### src/design/ttb_pkg.sv
// Shared types and constants for the triangle tangent and bitangent unit.
`default_nettype none
package ttb_pkg;

   localparam int unsigned COORD_W = 32;
   localparam int unsigned DIFF_W  = COORD_W + 1;
   localparam int unsigned PROD_W  = 2 * DIFF_W;
   localparam int unsigned TERM_W  = PROD_W + 1;
   localparam int unsigned UNIT_W  = 16;
   localparam int unsigned NORM_W  = 30;
   localparam int unsigned SUM_W   = 62;
   localparam int unsigned ROOT_W  = 31;
   localparam int unsigned QUOT_W  = 16;
   localparam int unsigned FRAC_W  = 14;
   localparam int unsigned CNT_W   = 5;

   localparam logic [UNIT_W-1:0] ONE_Q14 = UNIT_W'(16384);

   localparam logic [2:0] MUL_LAST  = 3'd7;
   localparam logic [2:0] SQ_LAST   = 3'd3;
   localparam logic [CNT_W-1:0] SQRT_LAST = CNT_W'(30);
   localparam logic [CNT_W-1:0] DIV_LAST  = CNT_W'(15);
   localparam logic [1:0] COMP_LAST = 2'd2;
   localparam logic [1:0] SLOT_THIRD = 2'd2;

   typedef enum logic [3:0] {
      ST_IDLE,
      ST_MUL,
      ST_CHECK,
      ST_NLOAD,
      ST_NORM,
      ST_SQ,
      ST_SINIT,
      ST_SQRT,
      ST_DINIT,
      ST_DIV,
      ST_QSTORE,
      ST_FIN
   } state_type;

   typedef struct packed {
      logic       load;
      logic [1:0] slot;
      logic       mul;
      logic       nload;
      logic       shr;
      logic       shl;
      logic       sq;
      logic       sinit;
      logic       sqrt;
      logic       dinit;
      logic       div;
      logic       qstore;
      logic       fin;
      logic [2:0] idx;
      logic       vsel;
      logic [1:0] comp;
      logic       valid;
      logic       deg;
   } cmd_type;

   typedef struct packed {
      logic det_zero;
      logic vec_zero;
      logic too_big;
      logic too_small;
   } stat_type;

endpackage
`default_nettype wire

### src/design/ttb_ctrl.sv
// Sequencing state machine for the tangent unit.
`default_nettype none
module ttb_ctrl (
   input  wire logic              clock,
   input  wire logic              reset,
   input  wire logic              req_valid,
   input  wire logic              req_has_uv,
   output logic                   req_ready,
   input  wire logic              rsp_ready,
   output logic                   rsp_valid,
   input  wire ttb_pkg::stat_type st,
   output ttb_pkg::cmd_type       cmd
);

   ttb_pkg::state_type state_ff, state_in;
   logic [ttb_pkg::CNT_W-1:0] cnt_ff, cnt_in;
   logic       vsel_ff, vsel_in;
   logic [1:0] comp_ff, comp_in;
   logic [1:0] count_ff, count_in;
   logic       valid_ff, valid_in;
   logic       deg_ff, deg_in;
   logic       rsp_valid_ff, rsp_valid_in;
   logic       accept;
   logic       fin_fire;

   assign accept    = (state_ff == ttb_pkg::ST_IDLE) && req_valid;
   assign fin_fire  = (state_ff == ttb_pkg::ST_FIN) && (!rsp_valid_ff || rsp_ready);
   assign req_ready = (state_ff == ttb_pkg::ST_IDLE);
   assign rsp_valid = rsp_valid_ff;

   always_comb begin
      state_in     = state_ff;
      cnt_in       = cnt_ff;
      vsel_in      = vsel_ff;
      comp_in      = comp_ff;
      count_in     = count_ff;
      valid_in     = valid_ff;
      deg_in       = deg_ff;
      rsp_valid_in = rsp_ready ? 1'b0 : rsp_valid_ff;
      case (state_ff)
         ttb_pkg::ST_IDLE: begin
            if (accept) begin
               if (count_ff < ttb_pkg::SLOT_THIRD) begin
                  count_in = count_ff + 2'd1;
               end else begin
                  count_in = '0;
                  cnt_in   = '0;
                  vsel_in  = 1'b0;
                  if (req_has_uv) begin
                     state_in = ttb_pkg::ST_MUL;
                  end else begin
                     valid_in = 1'b0;
                     deg_in   = 1'b0;
                     state_in = ttb_pkg::ST_FIN;
                  end
               end
            end
         end
         ttb_pkg::ST_MUL: begin
            cnt_in = cnt_ff + 1'b1;
            if (cnt_ff[2:0] == ttb_pkg::MUL_LAST) begin
               state_in = ttb_pkg::ST_CHECK;
            end
         end
         ttb_pkg::ST_CHECK: begin
            if (st.det_zero) begin
               valid_in = 1'b1;
               deg_in   = 1'b1;
               state_in = ttb_pkg::ST_FIN;
            end else begin
               state_in = ttb_pkg::ST_NLOAD;
            end
         end
         ttb_pkg::ST_NLOAD: begin
            state_in = ttb_pkg::ST_NORM;
         end
         ttb_pkg::ST_NORM: begin
            if (st.vec_zero) begin
               valid_in = 1'b1;
               deg_in   = 1'b1;
               state_in = ttb_pkg::ST_FIN;
            end else if (!st.too_big && !st.too_small) begin
               cnt_in   = '0;
               state_in = ttb_pkg::ST_SQ;
            end
         end
         ttb_pkg::ST_SQ: begin
            cnt_in = cnt_ff + 1'b1;
            if (cnt_ff[2:0] == ttb_pkg::SQ_LAST) begin
               state_in = ttb_pkg::ST_SINIT;
            end
         end
         ttb_pkg::ST_SINIT: begin
            cnt_in   = '0;
            state_in = ttb_pkg::ST_SQRT;
         end
         ttb_pkg::ST_SQRT: begin
            cnt_in = cnt_ff + 1'b1;
            if (cnt_ff == ttb_pkg::SQRT_LAST) begin
               comp_in  = '0;
               state_in = ttb_pkg::ST_DINIT;
            end
         end
         ttb_pkg::ST_DINIT: begin
            cnt_in   = '0;
            state_in = ttb_pkg::ST_DIV;
         end
         ttb_pkg::ST_DIV: begin
            cnt_in = cnt_ff + 1'b1;
            if (cnt_ff == ttb_pkg::DIV_LAST) begin
               state_in = ttb_pkg::ST_QSTORE;
            end
         end
         ttb_pkg::ST_QSTORE: begin
            if (comp_ff != ttb_pkg::COMP_LAST) begin
               comp_in  = comp_ff + 2'd1;
               state_in = ttb_pkg::ST_DINIT;
            end else if (!vsel_ff) begin
               vsel_in  = 1'b1;
               state_in = ttb_pkg::ST_NLOAD;
            end else begin
               valid_in = 1'b1;
               deg_in   = 1'b0;
               state_in = ttb_pkg::ST_FIN;
            end
         end
         ttb_pkg::ST_FIN: begin
            if (fin_fire) begin
               rsp_valid_in = 1'b1;
               state_in     = ttb_pkg::ST_IDLE;
            end
         end
         default: begin
            state_in = ttb_pkg::ST_IDLE;
         end
      endcase
   end

   always_comb begin
      cmd       = '0;
      cmd.slot  = count_ff;
      cmd.idx   = cnt_ff[2:0];
      cmd.vsel  = vsel_ff;
      cmd.comp  = comp_ff;
      cmd.valid = valid_ff;
      cmd.deg   = deg_ff;
      case (state_ff)
         ttb_pkg::ST_IDLE:   cmd.load   = accept;
         ttb_pkg::ST_MUL:    cmd.mul    = 1'b1;
         ttb_pkg::ST_NLOAD:  cmd.nload  = 1'b1;
         ttb_pkg::ST_NORM: begin
            cmd.shr = !st.vec_zero && st.too_big;
            cmd.shl = !st.vec_zero && !st.too_big && st.too_small;
         end
         ttb_pkg::ST_SQ:     cmd.sq     = 1'b1;
         ttb_pkg::ST_SINIT:  cmd.sinit  = 1'b1;
         ttb_pkg::ST_SQRT:   cmd.sqrt   = 1'b1;
         ttb_pkg::ST_DINIT:  cmd.dinit  = 1'b1;
         ttb_pkg::ST_DIV:    cmd.div    = 1'b1;
         ttb_pkg::ST_QSTORE: cmd.qstore = 1'b1;
         ttb_pkg::ST_FIN:    cmd.fin    = fin_fire;
         default:            cmd.load   = 1'b0;
      endcase
   end

   always_ff @(posedge clock) begin
      if (reset) begin
         state_ff     <= ttb_pkg::ST_IDLE;
         cnt_ff       <= '0;
         vsel_ff      <= 1'b0;
         comp_ff      <= '0;
         count_ff     <= '0;
         valid_ff     <= 1'b0;
         deg_ff       <= 1'b0;
         rsp_valid_ff <= 1'b0;
      end else begin
         state_ff     <= state_in;
         cnt_ff       <= cnt_in;
         vsel_ff      <= vsel_in;
         comp_ff      <= comp_in;
         count_ff     <= count_in;
         valid_ff     <= valid_in;
         deg_ff       <= deg_in;
         rsp_valid_ff <= rsp_valid_in;
      end
   end

endmodule
`default_nettype wire

### config.mk
export PLATFORM = sky130hd
export DESIGN_NAME = ttb_ctrl
export DESIGN_NICKNAME = d
export VERILOG_FILES = /design/src/design/ttb_pkg.sv /design/src/design/ttb_ctrl.sv
export SDC_FILE = /design/constraint.sdc
export NUM_CORES = 1
export LEC_CHECK = 0
export ABC_AREA = 1
export BUFFER_PORTS_ARGS = -buffer_cell sky130_fd_sc_hd__buf_2
export CAP_MARGIN = 5
export CORE_MARGIN = 2
export CORE_UTILIZATION = 25
export CTS_BUF_LIST = sky130_fd_sc_hd__clkbuf_4 sky130_fd_sc_hd__clkbuf_8
export CTS_CLUSTER_DIAMETER = 120
export DETAILED_ROUTE_END_ITERATION = 16
export HOLD_SLACK_MARGIN = 0.03
export SYNTH_ARGS = -nofsm -noshare
export SYNTH_HDL_FRONTEND = slang
export SYNTH_SLANG_ARGS = --single-unit
### constraint.sdc
create_clock -name clock -period 2.35 [get_ports clock]
set_clock_uncertainty 0.05 [all_clocks]
set_input_delay 0.235 -clock clock [delete_from_list [all_inputs] [get_ports clock]]
set_output_delay 0.235 -clock clock [all_outputs]
set_load 0.02 [all_outputs]
---- Word-level counts from Yosys, hierarchy flattened ----
Cells that the tools add are included.
storage, ports and cells
  input port bits ......................... 9
  register bits ........................... 17
  word-level logic and storage cells ...... 120
operators by class
  eq/ne operators ......................... 32
  muxes and demuxes ....................... 52
  reduce and logical (&&, ||, !) cells .... 24
  add/subtract/negate cells ............... 3
  $lt $le $gt $ge ......................... 1
operator list
  kind                                                                    count
  4-bit 2-to-1 mux                                                        13
  4-bit one-hot mux with 12 select lines                                  1
  2-bit inequality test (second input constant)                           15
  1-bit 2-to-1 mux                                                        25
  5-bit 2-to-1 mux                                                        4
  5-bit one-hot mux with 4 select lines                                   1
  4-bit by 3-bit equality test with 1-bit output (second input constant)  4
  4-bit equality test (second input constant)                             4
  8-bit AND reduction                                                     2
  4-bit by 2-bit equality test with 1-bit output (second input constant)  2
  2-bit 2-to-1 mux                                                        4
  1-bit one-hot mux with 4 select lines                                   2
  4-bit nonzero test                                                      2
  1-bit logical AND                                                       6
  5-bit by 1-bit adder with 5-bit output (second input constant)          1
  5-bit by 4-bit equality test with 1-bit output (second input constant)  1
  5-bit equality test (second input constant)                             1
  5-bit AND reduction                                                     1
  2-bit by 1-bit adder with 2-bit output (second input constant)          2
  4-bit by 1-bit equality test with 1-bit output (second input constant)  1
  1-bit zero test                                                         4
  4-bit zero test                                                         1
  2-bit one-hot mux with 2 select lines                                   1
  4-bit AND reduction                                                     1
  other kinds (12)                                                        13

---- Depth between registers and ports, before layout ----
Gate-level depths: netlist of the first run.
  depth after elaboration ................. 5
  mapped depth ............................ 10

---- Least setup slack after synthesis of the first run ----
No wires, ideal clock.
  path kind ............................... register -> register
  start point ............................. register state_ff[0]
  end point ............................... register count_ff[0]
  buffers on the path ..................... 0
  stages on the path, launching flop included .. 8
  data arrival time ....................... 1.457 ns
  setup slack ............................. 0.726 ns
  setup time .............................. 0.116 ns
  cells stage by stage .................... dfxtp_1 > inv_2 > nand2_2 > nor2_1 > nand2_1 > inv_1 > o21ai_0 > o211a_1
on the way
  word-level cells in the longest chain between the ends .. 3
RTL lines
  element                            line             text
  start, declared                    ttb_ctrl.sv:15   ttb_pkg::state_type state_ff, state_in;
  start signal, assigned             ttb_ctrl.sv:168  state_ff <= ttb_pkg::ST_IDLE;
  start signal, assigned             ttb_ctrl.sv:177  state_ff <= state_in;
  4-bit zero test (*)                --
  via req_ready                      ttb_ctrl.sv:8    output logic req_ready,
  1-bit logical AND                  ttb_ctrl.sv:26   assign accept = (state_ff == ttb_pkg::ST_IDLE) && req_valid;
  2-bit AND reduction (no line) (*)  --
  end signal, assigned               ttb_ctrl.sv:181  count_ff <= count_in;
  end, declared                      ttb_ctrl.sv:19   logic [1:0] count_ff, count_in;
Mark *: on every way through the listed nets, which the timed path passes. The rest lies on a longest branch.
A chain may end at the register's enable or synchronous reset.

==> impl_metrics.toml, run 1 <==
[detailed_routing]
drt_iter0_drc = 99
antenna_left = 0
wl_per_cell_microns = 10.5
drc = 0
viasPerCell = 4.19
firstDrtPassIters = 4
num_vias = 1278
routed_wl_mm = 3.21

[worst_setup_path]
crit_fanout = 7
worst_ep_required_time_ps = 2070
critPathSlowestCell = "dfxtp_1"
crit_path_start = "state_ff[1]"
crit_path_start_kind = "register"
reg2reg_depth = 10
crit_chain = "inv_2 -> nand2_2 -> nor2_1 -> nand2_1 -> inv_1 -> buf_2"
r2r-end = "state_ff[0]"
cp.arrival_ps = 1560
critPathBufInv = 3
crit_family = "simple AND/OR/NAND/NOR gates"
reg2reg_slack_ps = 720
crit_path_end_kind = "primary output"
path_class = "reg -> out"
reg2reg_from = "cnt_ff[0]"
slowest_delay_ps = 390

[layout]
mostFrequentLayoutCells = "nand2_1 (45), nor2_1 (35), buf_2 (32)"
syn_to_final_growth_pct = 18.8
stdcell_area_sq_um = 1520
regArea_sq_um = 340
final_common_cell = "nand2_1"
drive_above_1_share_pct = 23.8
fillers = 601
insertedDiodeCount = 0
num-nets-final = 251
multi_input_area_sq_um = 754

[clocking]
cts_htree_levels = 1
cts_hold_buffers = 0
cts_made_buffers = 3
cts_sinks = 17
post-cts-setup-buffers = 0
cts-root-buf = "clkbuf_8"
post_cts_resized = 0
cts_tree = "built"
path_clk_slew_ps = 70
ctsLongestPathBuffers = 2
clk_latency_ps = 250

[worst_hold_path]
hp-class = "in -> reg"
min-delay-start = "rsp_ready"
whs_endpoint = "rsp_valid"
min_path_cells = 4

[placement]
hpwl_mm = 2.56
dpl_cell_area_sq_um = 1470
port_buffers = 32
globalplace.congestion = 0.948

[timing]
rsz0062_at_grt = "false"
setup_viol = 0
hold_violations = 0
finalCritPeriodShare_pct = 78.7
min_period_ps = 1850
tightest_slew_ps = 421
slew_headroom_pct = 71.8
fin_setup_tns_ps = 0
whs_ps = 239
fmax_ghz = 0.541
maxSlewViolCount = 0

[logic_synthesis]
ys_ff_latch = 17
avgSynthCellArea_sq_um = 6.18
synth_area_leaders = "dfxtp_1 (27%), nand2_1 (13%), nor2_1 (10%)"
synth_area_leader_cell = "dfxtp_1"
yosysTopAreaCellShare_pct = 26.6
ys_seq_area_share_pct = 26.6
synthDistinctLibCells = 28
syn-cell-area_sq_um = 1280
syn_inst = 207
ys_warn_count = 0
syn_nets = 222

[pwr]
power_density_nw_per_um2 = 1040
ir_drop_uv = 249
leakage_nw = 0.825

[grt]
grt_use_total_pct = 12.0
grt_max_degree = 14
grt_first_pass_wirelength_mm = 5.10
grt_overflow_total = 0
antenna_found_initial = 0
first_global_vias = 1150

[floorplanning]
die_h_microns = 75.6
ios = 33
die_w_microns = 75.6
die-area_sq_um = 5710
start_util_pct = 25.5
rows = 26
core_area_sq_um = 5010

[job]
maxCapViolations = 0

[status]
outcome = "complete, no violations"
## report_power, final
| group | switching, mW | internal (mW) |
|---|---|---|
| Combinational | 0.633 | 0.305 |
| Clock | 0.105 | 0.132 |
| Sequential | 0.0692 | 0.343 |
| Total | 0.807 | 0.780 |
## tightest hold or removal path: cells and delay by family
family	cells	cell delay (ps)
buffers and inverters	1	70
AND/OR/NAND/NOR	3	200
## worst max path at each step
stage,to,slack [ps],cells after the start
finish,cmd[21],500,6
global route,cmd[21],370,6
CTS,cmd[21],490,6
detailed placement,state_ff[1],740,10
global placement,state_ff[3],740,10
floorplan,count_ff[0],730,7
## Yosys cell counts
cell	n
a211oi_1	1
a21oi_1	13
and3_1	1
buf_4	7
clkbuf_1	1
clkinv_4	1
dfxtp_1	17
ha_1	6
inv_1	29
inv_2	3
nand2_1	45
nand2_2	5
nand2_4	1
nand3_1	14
nand3_2	1
nand3b_1	2
nand4_1	3
nor2_1	35
nor2_2	5
nor2_4	2
nor2b_1	1
nor3_1	1
o211a_1	1
o21ai_0	8
o21ai_1	1
o21ai_2	1
o2bb2ai_1	1
or2_2	1
## per-layer routing
metal / global-route usage [%] / share of wire [%]
met4: 5.46 / 2.4
met3: 2.51 / 4.1
met2: 18.6 / 44
met5: 0 / 0
met1: 15.9 / 50
## through the flow
step / utilization [%] / setup WS [ps] / std cells / power, mW
after detailed placement: 29.4 / 740 / 301 / 1.35
after global placement: 29.4 / 740 / 301 / 1.36
after global routing: 30.3 / 374 / 305 / 1.75
after floorplan: - / 726 / 207 / 1.14
after CTS: 30.3 / 489 / 305 / 1.60
final: 30.3 / 501 / 305 / 1.59
## area by class of cell
cell class	instances	area share (%)
sequential	17	22.4
multi-input combinational	149	49.6
clock buffer	4	3.21
inverter	33	8.48
timing repair buffer	32	10.5
tap	70	5.76
## logic make-up (layout without fill, tap and decap cells)
logic type,after synthesis,count (layout),share of synthesized area (%)
compound gates,26,26,11.3
fa+ha+maj,6,6,5.86
buf+inv,41,69,14.5
simple gates,117,117,41.7
flops,17,17,26.6
## flip-flops by register name, indices dropped and copies added, names as in the netlist
register and flops:
cnt_ff 5, state_ff 4, comp_ff 2, count_ff 2
deg_ff 1, rsp_valid 1, valid_ff 1, vsel_ff 1
(Power assumes the default switching activity.)
==> inputs of run 2 (changes only) <==
Clock period 2.35 ns to 1.8 ns, I/O delays scaled along.
==> impl_metrics.toml, run 2 (synthesized netlist as in run 1, its figures left out) <==
[floorplanning]
start_util_pct = 25.5
die_w_microns = 75.6
core_area_sq_um = 5010
die-area_sq_um = 5710
rows = 26
ios = 33
die_h_microns = 75.6

[pwr]
power_density_nw_per_um2 = 1370
ir_drop_uv = 475
leakage_nw = 0.835
p_total_mw = 2.11

[timing]
hold_violations = 0
fin_setup_tns_ps = 0
tightest_slew_ps = 343
setup_ws_ps = 138
fmax_ghz = 0.602
setup_viol = 0
rsz0062_at_grt = "false"
maxSlewViolCount = 0
finalCritPeriodShare_pct = 92.3
slew_headroom_pct = 77.0
min_period_ps = 1660

[worst_setup_path]
reg2reg_slack_ps = 240
path_class = "reg -> out"
crit_path_end_kind = "primary output"
reg2reg_depth = 10
crit_path_start_kind = "register"
r2r-end = "state_ff[3]"
reg2reg_from = "cnt_ff[1]"
worst_ep_required_time_ps = 1570
crit_fanout = 6
cp.arrival_ps = 1430

[layout]
largest_reg_flops = 5
final_util_pct = 30.8
drive_above_1_share_pct = 25.7
regMostFlops = "cnt_ff"
insertedDiodeCount = 0
num-nets-final = 253
final_common_cell = "nand2_1"
reg.largest.list = "cnt_ff: 5 flops, state_ff: 4 flops"
syn_to_final_growth_pct = 20.5
mostFrequentLayoutCells = "nand2_1 (44), nor2_1 (35), buf_2 (32)"
fillers = 603

[clocking]
cts_sinks = 17
cts-root-buf = "clkbuf_8"
cts_made_buffers = 3
cts_tree = "built"
path_clk_slew_ps = 70
clk_latency_ps = 250
ctsLongestPathBuffers = 2
cts_hold_buffers = 0
post-cts-setup-buffers = 0
cts_htree_levels = 1

[placement]
port_buffers = 32
hpwl_mm = 2.63
globalplace.congestion = 0.934
dpl_worst_slack_ps = 229

[detailed_routing]
antenna_left = 0
drt_iter0_drc = 66
firstDrtPassIters = 4
routed_wl_mm = 3.16
num_vias = 1298
drc = 0
viasPerCell = 4.23
wl_per_cell_microns = 10.3

[grt]
grt_first_pass_wirelength_mm = 5.35
grt_overflow_total = 0
first_global_vias = 1214
antenna_found_initial = 0
grt_max_degree = 14
grt_use_total_pct = 12.4

[worst_hold_path]
hp-class = "in -> reg"
whs_endpoint = "rsp_valid"
min-delay-start = "rsp_ready"
min_path_cells = 4

[job]
maxCapViolations = 0

[status]
outcome = "complete, no violations"
-- run 2: per-layer routing --
layer | GRT usage, % | wire length [microns] | vias to the layer above
met1 | 16.1 | 1510 | 558
met2 | 19.5 | 1410 | 30
li1 | - | - | 704
met4 | 5.85 | 81 | 0
met3 | 2.65 | 154 | 6
met5 | 0 | 0 | -
-- run 2: what timing repair did --
item                       4_1_cts  5_1_grt
hold endpoints to repair         0        0
setup endpoints to repair        0        5
gates resized for setup          0        4
-- run 2: report_power, final --
| group | switching [mW] | leakage [nW] | internal [mW] |
|---|---|---|---|
| Combinational | 0.837 | 0.671 | 0.439 |
| Clock | 0.132 | 0.0255 | 0.153 |
| Sequential | 0.0939 | 0.139 | 0.453 |
| Total | 1.06 | 0.835 | 1.04 |
-- run 2: critical path, cell delays in order, from the launching register on --
cell	delay [ps]
dfxtp_1	440
inv_1	120
nand2_1	100
nor2_1	50
buf_4	150
nand2_1	90
inv_1	70
buf_2	160
-- run 2: cell type report --
type	instances	area [sq um]	area share, %
clock buffer	3	41.3	2.68
inverter	33	129	8.35
multi-input combinational	149	762	49.4
timing repair buffer	34	175	11.4
clock inverter	1	5.00	0.324
sequential	17	343	22.2
tap	70	87.6	5.68
-- run 2: worst max-delay path by stage --
| stage | start | to | cells after the start |
|---|---|---|---|
| final | state_ff[3] | cmd[21] | 7 |
| after global routing | state_ff[3] | cmd[21] | 7 |
| after CTS | state_ff[3] | cmd[15] | 6 |
| after detailed placement | state_ff[1] | valid_ff | 7 |
| after global placement | state_ff[1] | valid_ff | 7 |
| after floorplan | state_ff[0] | count_ff[0] | 7 |
-- run 2: per-stage QoR --
stage | hold WS [ps] | area [sq um] | std cells
after global placement | 410 | 1490 | 303
final | 192 | 1540 | 307
after global routing | 216 | 1540 | 307
after detailed placement | 418 | 1490 | 303
after floorplan | 199 | 1280 | 207
after CTS | 183 | 1530 | 307
